$ cat src/b64sd_pkg.sv
// Shared types and helpers for the base64url stream decoder.
// Holds the result item layout, the push bundle and the character lookup.
// No dependencies.
package b64sd_pkg;

  localparam int COUNT_BITS_DEF = 16;
  localparam int REPORT_BITS    = 16;

  typedef struct packed {
    logic                   is_status;
    logic [7:0]             data_byte;
    logic                   status_code;
    logic [REPORT_BITS-1:0] byte_count;
    logic                   last_result;
  } b64sd_res_t;

  // Results produced by one input character, in order: r0 then r1.
  typedef struct packed {
    logic [1:0] num;
    b64sd_res_t r0;
    b64sd_res_t r1;
  } b64sd_push_t;

  localparam logic STATUS_OK      = 1'b0;
  localparam logic STATUS_CORRUPT = 1'b1;

  // Returns {bad, sextet}; bad set when the low seven bits are not in the url-safe alphabet (bit 7 is ignored).
  function automatic logic [6:0] sextet_of(input logic [7:0] ch);
    logic [6:0] c;
    logic [6:0] res;
    c   = ch[6:0];
    res = 7'h40;
    if (c >= 7'h41 && c <= 7'h5a) begin
      res = c - 7'h41;
    end else if (c >= 7'h61 && c <= 7'h7a) begin
      res = c - 7'h61 + 7'd26;
    end else if (c >= 7'h30 && c <= 7'h39) begin
      res = c - 7'h30 + 7'd52;
    end else if (c == 7'h2d) begin
      res = 7'h3e;
    end else if (c == 7'h5f) begin
      res = 7'h3f;
    end
    return res;
  endfunction

  // Tab, LF, VT, FF, CR and space, checked on the raw byte.
  function automatic logic is_blank(input logic [7:0] ch);
    return (ch == 8'h20) || (ch >= 8'h09 && ch <= 8'h0d);
  endfunction

endpackage

$ cat src/b64sd_core.sv
// Decode state and per-character logic of the base64url stream decoder.
// Produces up to two result items per accepted character.
// Depends on b64sd_pkg.
module b64sd_core #(
  parameter int COUNT_BITS = b64sd_pkg::COUNT_BITS_DEF
) (
  input  logic                clk,
  input  logic                rst_n,
  input  logic                take,
  input  logic [7:0]          in_char,
  input  logic                final_char,
  output b64sd_pkg::b64sd_push_t push
);
  import b64sd_pkg::*;

  localparam logic [1:0] PH_FIRST  = 2'd0;
  localparam logic [1:0] PH_SECOND = 2'd1;
  localparam logic [1:0] PH_THIRD  = 2'd2;
  localparam int         WIDE_BITS = (COUNT_BITS > REPORT_BITS) ? COUNT_BITS : REPORT_BITS;

  logic [1:0]            group_phase_r, group_phase_nxt;
  logic [7:0]            pending_first_r, pending_first_nxt;
  logic [5:0]            prev_sextet_r, prev_sextet_nxt;
  logic                  stopped_r, stopped_nxt;
  logic                  corrupt_r, corrupt_nxt;
  logic [COUNT_BITS-1:0] out_count_r, out_count_nxt;
  logic [1:0]            chars_seen_r, chars_seen_nxt;

  logic [6:0]            cur_sx;
  logic [6:0]            first_sx;
  logic                  have_byte;
  logic [7:0]            dec_byte;
  logic                  bad;
  logic [WIDE_BITS-1:0]  cnt_wide;
  logic [REPORT_BITS-1:0] cnt_rep;
  b64sd_res_t            data_res;
  b64sd_res_t            stat_res;

  assign cur_sx   = sextet_of(in_char);
  assign first_sx = sextet_of(pending_first_r);

  always_comb begin
    group_phase_nxt   = group_phase_r;
    pending_first_nxt = pending_first_r;
    prev_sextet_nxt   = prev_sextet_r;
    stopped_nxt       = stopped_r;
    corrupt_nxt       = corrupt_r;
    out_count_nxt     = out_count_r;
    chars_seen_nxt    = chars_seen_r;
    have_byte         = 1'b0;
    dec_byte          = '0;

    if (take) begin
      if (chars_seen_r != 2'd2) chars_seen_nxt = chars_seen_r + 2'd1;
      if (!stopped_r && !corrupt_r) begin
        if (group_phase_r == PH_FIRST) begin
          if (is_blank(in_char)) begin
            if (!final_char) stopped_nxt = 1'b1;
          end else begin
            pending_first_nxt = in_char;
            group_phase_nxt   = PH_SECOND;
          end
        end else if (is_blank(in_char)) begin
          stopped_nxt = 1'b1;
        end else if (group_phase_r == PH_SECOND) begin
          if (first_sx[6] || cur_sx[6]) begin
            corrupt_nxt = 1'b1;
          end else begin
            dec_byte        = {first_sx[5:0], cur_sx[5:4]};
            have_byte       = 1'b1;
            prev_sextet_nxt = cur_sx[5:0];
            group_phase_nxt = PH_THIRD;
          end
        end else if (cur_sx[6]) begin
          corrupt_nxt = 1'b1;
        end else if (group_phase_r == PH_THIRD) begin
          dec_byte        = {prev_sextet_r[3:0], cur_sx[5:2]};
          have_byte       = 1'b1;
          prev_sextet_nxt = cur_sx[5:0];
          group_phase_nxt = group_phase_r + 2'd1;
        end else begin
          dec_byte        = {prev_sextet_r[1:0], cur_sx[5:0]};
          have_byte       = 1'b1;
          group_phase_nxt = PH_FIRST;
        end
      end
      if (have_byte && (out_count_r != {COUNT_BITS{1'b1}})) begin
        out_count_nxt = out_count_r + 1'b1;
      end
    end

    // short stream: no character seen before this final one
    bad      = corrupt_nxt || (chars_seen_r == 2'd0);
    cnt_wide = WIDE_BITS'(out_count_nxt);
    if (cnt_wide > WIDE_BITS'({REPORT_BITS{1'b1}})) begin
      cnt_rep = {REPORT_BITS{1'b1}};
    end else begin
      cnt_rep = cnt_wide[REPORT_BITS-1:0];
    end

    data_res             = '0;
    data_res.data_byte   = dec_byte;
    data_res.last_result = !final_char;

    stat_res             = '0;
    stat_res.is_status   = 1'b1;
    stat_res.status_code = bad ? STATUS_CORRUPT : STATUS_OK;
    stat_res.byte_count  = bad ? '0 : cnt_rep;
    stat_res.last_result = 1'b1;

    push = '0;
    if (take) begin
      if (have_byte) begin
        push.r0 = data_res;
        push.r1 = stat_res;
        push.num = final_char ? 2'd2 : 2'd1;
      end else if (final_char) begin
        push.r0  = stat_res;
        push.num = 2'd1;
      end
    end

    // end of stream returns to the reset state
    if (take && final_char) begin
      group_phase_nxt   = PH_FIRST;
      pending_first_nxt = '0;
      prev_sextet_nxt   = '0;
      stopped_nxt       = 1'b0;
      corrupt_nxt       = 1'b0;
      out_count_nxt     = '0;
      chars_seen_nxt    = '0;
    end
  end

  always_ff @(posedge clk) begin
    if (!rst_n) begin
      group_phase_r   <= PH_FIRST;
      pending_first_r <= '0;
      prev_sextet_r   <= '0;
      stopped_r       <= 1'b0;
      corrupt_r       <= 1'b0;
      out_count_r     <= '0;
      chars_seen_r    <= '0;
    end else begin
      group_phase_r   <= group_phase_nxt;
      pending_first_r <= pending_first_nxt;
      prev_sextet_r   <= prev_sextet_nxt;
      stopped_r       <= stopped_nxt;
      corrupt_r       <= corrupt_nxt;
      out_count_r     <= out_count_nxt;
      chars_seen_r    <= chars_seen_nxt;
    end
  end

endmodule

$ cat src/base64url_stream_decoder_unit.sv
// Top level of the base64url stream decoder: stream ports and result queue.
// Uses b64sd_core for decoding and b64sd_pkg for types.
//
// Takes one character per transaction (tlast marks the last character of a
// stream) and returns decoded bytes, plus one status transaction (tuser high)
// after the last character. A character is decoded in the cycle it is
// accepted and its results are written into a four-entry result queue, so
// the input takes one character per clock while in_tready is high; the
// output drains one result per clock while out_tready is high, and the
// final character of a stream can yield two results. in_tready is high while
// the queue holds at most two results, so it never waits on the current out_tready.
module base64url_stream_decoder_unit #(
  parameter int COUNT_BITS = b64sd_pkg::COUNT_BITS_DEF
) (
  input  logic        clk,
  input  logic        rst_n,
  input  logic        in_tvalid,
  output logic        in_tready,
  input  logic [7:0]  in_tdata,   // [7:0] in_char
  input  logic        in_tlast,   // final_char
  output logic        out_tvalid,
  input  logic        out_tready,
  output logic [31:0] out_tdata,  // [7:0] data_byte, [8] status_code, [24:9] byte_count
  output logic        out_tuser,  // is_status
  output logic        out_tlast   // last_result
);
  import b64sd_pkg::*;

  localparam int QDEPTH = 4;
  localparam int QPTR   = $clog2(QDEPTH);

  b64sd_push_t       push;
  b64sd_res_t        queue_r [QDEPTH];
  logic [QPTR-1:0]   wr_ptr_r, wr_ptr_nxt;
  logic [QPTR-1:0]   rd_ptr_r, rd_ptr_nxt;
  logic [QPTR:0]     cnt_r, cnt_nxt;
  logic              in_take;
  logic              out_take;
  b64sd_res_t        head;

  assign in_tready = (cnt_r <= (QPTR+1)'(QDEPTH - 2));
  assign in_take   = in_tvalid && in_tready;
  assign out_tvalid = (cnt_r != '0);
  assign out_take  = out_tvalid && out_tready;

  b64sd_core #(
    .COUNT_BITS(COUNT_BITS)
  ) u_core (
    .clk       (clk),
    .rst_n     (rst_n),
    .take      (in_take),
    .in_char   (in_tdata),
    .final_char(in_tlast),
    .push      (push)
  );

  always_comb begin
    wr_ptr_nxt = wr_ptr_r + QPTR'(push.num);
    rd_ptr_nxt = rd_ptr_r + QPTR'(out_take);
    cnt_nxt    = cnt_r + (QPTR+1)'(push.num) - (QPTR+1)'(out_take);
  end

  always_ff @(posedge clk) begin
    if (!rst_n) begin
      wr_ptr_r <= '0;
      rd_ptr_r <= '0;
      cnt_r    <= '0;
    end else begin
      wr_ptr_r <= wr_ptr_nxt;
      rd_ptr_r <= rd_ptr_nxt;
      cnt_r    <= cnt_nxt;
    end
  end

  always_ff @(posedge clk) begin
    if (push.num != 2'd0) queue_r[wr_ptr_r] <= push.r0;
    if (push.num == 2'd2) queue_r[wr_ptr_r + QPTR'(1)] <= push.r1;
  end

  assign head      = queue_r[rd_ptr_r];
  assign out_tdata = {7'b0, head.byte_count, head.status_code, head.data_byte};
  assign out_tuser = head.is_status;
  assign out_tlast = head.last_result;

endmodule

$ cat config.mk
export PLATFORM = sky130hd
export DESIGN_NAME = base64url_stream_decoder_unit
export DESIGN_NICKNAME = d
export VERILOG_FILES = /design/src/b64sd_pkg.sv /design/src/b64sd_core.sv /design/src/base64url_stream_decoder_unit.sv
export SDC_FILE = /design/constraint.sdc
export NUM_CORES = 1
export LEC_CHECK = 0
export BUFFER_PORTS_ARGS = -buffer_cell sky130_fd_sc_hd__buf_2
export CAP_MARGIN = 10
export CORE_MARGIN = 2
export CORE_UTILIZATION = 61
export CTS_BUF_LIST = sky130_fd_sc_hd__clkbuf_16
export DETAILED_ROUTE_END_ITERATION = 8
export GPL_ROUTABILITY_DRIVEN = 0
export PLACE_DENSITY = 0.8
export RECOVER_POWER = 50
export SETUP_SLACK_MARGIN = 0.2
export SYNTH_ARGS = -nofsm -noshare
export SYNTH_HDL_FRONTEND = slang
export SYNTH_SLANG_ARGS = --single-unit
$ cat constraint.sdc
create_clock -name clk -period 6.8 [get_ports clk]
set_clock_uncertainty 0.2 [all_clocks]
set_input_delay 1.36 -clock clk [delete_from_list [all_inputs] [get_ports clk]]
set_output_delay 1.36 -clock clk [all_outputs]
set_load 0.005 [all_outputs]
==> impl_metrics.json <==
{
  "area_delta_synth_final_pct": 8.172,
  "place_hpwl_mm": 13.13,
  "status": "finished, violations left",
  "cp_max_fo": 16,
  "nFillCells": 978,
  "cts_sinks": 148,
  "slew_violations": 29,
  "postSynth.asyncResetShare": 0,
  "start_kind": "input port",
  "p_per_area_nw_per_um2": 283.4,
  "cts_setup_buffers": 0,
  "holdBufCountCts": 0,
  "antenna_cells": 0,
  "finalHoldViolCount": 0,
  "post-route-drc-count": 0,
  "post_cts_resized": 0,
  "vias": 6307,
  "ys_seq_area_frac": 0.4529,
  "synth_cell_types": 83,
  "die_y_um": 120.1,
  "grt_max_degree": 63,
  "p_leak_nw": 3.006,
  "synth-seq-cells": 148,
  "r2r_cells": 15,
  "r2r_end": "queue_r[0][13]",
  "r2r_start": "u_core.pending_first_r[1]",
  "pin_count": 49,
  "timing.hold.ws_ns": 0.2564,
  "grt_setup_unrepaired": "false",
  "end_kind": "flop",
  "reg2reg_slack_ns": 1.87,
  "cp.required_ns": 6.73,
  "ys_warn_count": 0,
  "synth-main-ff-cell": "edfxtp_1",
  "syn_area_um2": 8222,
  "synthCells": 783,
  "start_util": 0.6233,
  "row_count": 42,
  "avgSynthCellArea_um2": 10.50,
  "synth_edf_count": 76,
  "layout_min_cycle_time_ns": 5.852,
  "worstSkewPairLatency_ns": 0.43,
  "crit_start": "in_tdata[0]",
  "drt_iter0_drc": 631,
  "cts_root_buf": "clkbuf_16",
  "h-tree-depth": 4,
  "worst_pin_slew_ns": 1.897,
  "criticalPathCategory": "input port to flop",
  "track_usage": 0.2811,
  "critPathCapture": "queue_r[3][13]",
  "cts_made_buffers": 17,
  "final_util": 0.6743,
  "drtAntennaViolNets": 0,
  "maxCapViolCount": 1,
  "drt_wl_total_mm": 19.58,
  "setup_viol": 0,
  "grt_antenna_before_repair": 0,
  "violations": "max-capacitance violations, max-slew violations",
  "viasPerCell": 6.339,
  "slew-limit-headroom": -0.2661,
  "clockBufferDepth": 2,
  "worstPathArrival_ns": 5.78,
  "tns_ns": 0,
  "drive_above_1_share": 0.1392,
  "core-area_um2": 13190,
  "period_share": 0.8606,
  "grt_pass1_wl_mm": 31.72,
  "min_path_type": "flop to flop",
  "gr-total-overflow": 0,
  "clkTransAtPathRegs_ns": 0.06,
  "max_freq_mhz": 170.9,
  "final_nets": 850,
  "die_area_um2": 14420,
  "power.total_mw": 2.520,
  "ir_drop_uv": 181.8,
  "tritoncts": "done",
  "dr.pass1.iters": 5,
  "wl_per_cell_um": 19.68,
  "numPortBuffers": 41,
  "grt_pass1_vias": 6395,
  "dieWidth_um": 120.1
}
through the flow:
step / cells / instance area (µm²) / worst slack [ns]
final: 995 / 8894 / 0.9477
after detailed placement: 963 / 8423 / 1.181
after CTS: 995 / 8971 / 1.572
after global placement: 963 / 8423 / 1.341
after floorplan: 789 / 8244 / 1.623
after global routing: 995 / 8894 / 0.6626
final cells by class:
cell class                 count  area (µm²)  share of cell area
clock buffer                  18       450.4             0.05065
clock inverter                14       97.59             0.01097
tap                          176       220.2             0.02476
inverter                      34       127.6             0.01435
sequential                   148        3724              0.4187
timing repair buffer          49       240.2             0.02701
multi-input combinational    556        4034              0.4536
registers in the layout (all words and copies together) (netlist names):
register,flops
u_core.chars_seen_r,2
u_core.group_phase_r,2
cnt_r,3
wr_ptr_r,2
u_core.stopped_r,1
u_core.corrupt_r,1
u_core.out_count_r,16
queue_r,108
rd_ptr_r,2
u_core.pending_first_r,7
u_core.prev_sextet_r,4
worst min-delay path by stage:
stage,from,endpoint,slack (ns),cells after the start
after global routing,queue_r[0][21],queue_r[0][21],0.29,2
after floorplan,queue_r[1][20],queue_r[1][20],0.22,2
after global placement,queue_r[3][21],queue_r[3][21],0.23,2
after detailed placement,queue_r[3][20],queue_r[3][20],0.24,2
final,queue_r[3][20],queue_r[3][20],0.26,2
after CTS,queue_r[1][21],queue_r[1][21],0.25,2
layer usage:
layer	vias to the layer above	routed length, µm	global-route usage
li1	2948	-	-
met1	3056	7468	0.3165
met2	246	10500	0.5117
met3	57	942	0.05228
met4	0	664	0.1309
met5	-	0	0
power by group:
part / internal, mW / switching, mW
Combinational: 0.238 / 0.345
Clock: 0.515 / 0.355
Sequential: 0.987 / 0.0816
synth_stat cells, drive strengths merged (7+ instances only):
cell type | number | area (µm²)
nand4 | 7 | 58.81
dfxtp | 72 | 1441
xnor2 | 21 | 183.9
inv | 34 | 127.6
nor2 | 64 | 242.7
a21oi | 24 | 120.1
a211oi | 8 | 65.06
nand3 | 11 | 55.05
and3 | 8 | 50.05
edfxtp | 76 | 2282
nor4 | 7 | 43.79
nand2 | 68 | 257.8
mux4 | 27 | 608.1
nor3 | 85 | 480.5
ha | 30 | 375.4
buf | 29 | 226.5
a22o | 12 | 105.1
clkbuf | 22 | 82.58
mux2i | 12 | 120.1
o21ai | 32 | 167.7
and2 | 21 | 132.6
or3 | 7 | 48.80
o211ai | 7 | 52.55
layout by cell type (no fill, tap or decap), types with 8 or more instances in the layout:
master	synthesis	routed
inv_1	33	36
ha_1	30	30
a22o_1	12	12
dfxtp_1	72	72
a21oi_1	24	24
mux2i_1	12	12
nor3_1	74	75
clkbuf_1	22	16
and3_1	8	8
buf_2	10	26
xnor2_1	21	21
mux4_2	27	27
nor3_2	11	10
nor2_1	63	63
nand3_1	11	11
clkbuf_16	0	18
o21ai_0	29	31
nand2_1	67	67
and2_0	1	8
and2_1	19	12
a211oi_1	7	8
edfxtp_1	76	76
critical path, cell delays in order:
cell	delay [ns]
clkbuf_1	0.25
ha_1	0.34
a211o_1	0.32
o21ai_0	0.85
or4_1	0.26
nand4_1	0.16
nor2_2	0.33
ha_1	0.41
nor2_1	0.25
nor2_1	0.16
nand3_1	0.12
a31oi_1	0.09
o21ai_2	0.76
nor3_1	0.11
kinds of logic (layout without fill, tap and decap cells):
logic type / Yosys count / count (layout) / synth area share
buffers and inverters: 85 / 115 / 0.05311
XOR/XNOR: 25 / 25 / 0.02663
adder cells (fa/ha/maj): 31 / 31 / 0.04809
AO/OA/AOI/OAI: 144 / 144 / 0.1298
AND/OR/NAND/NOR: 309 / 309 / 0.1991
multiplexers: 40 / 40 / 0.08994
other: 1 / 7 / 0.0004561
flip-flops: 148 / 148 / 0.4529
Note: power is estimated with default switching activity, not from simulation.
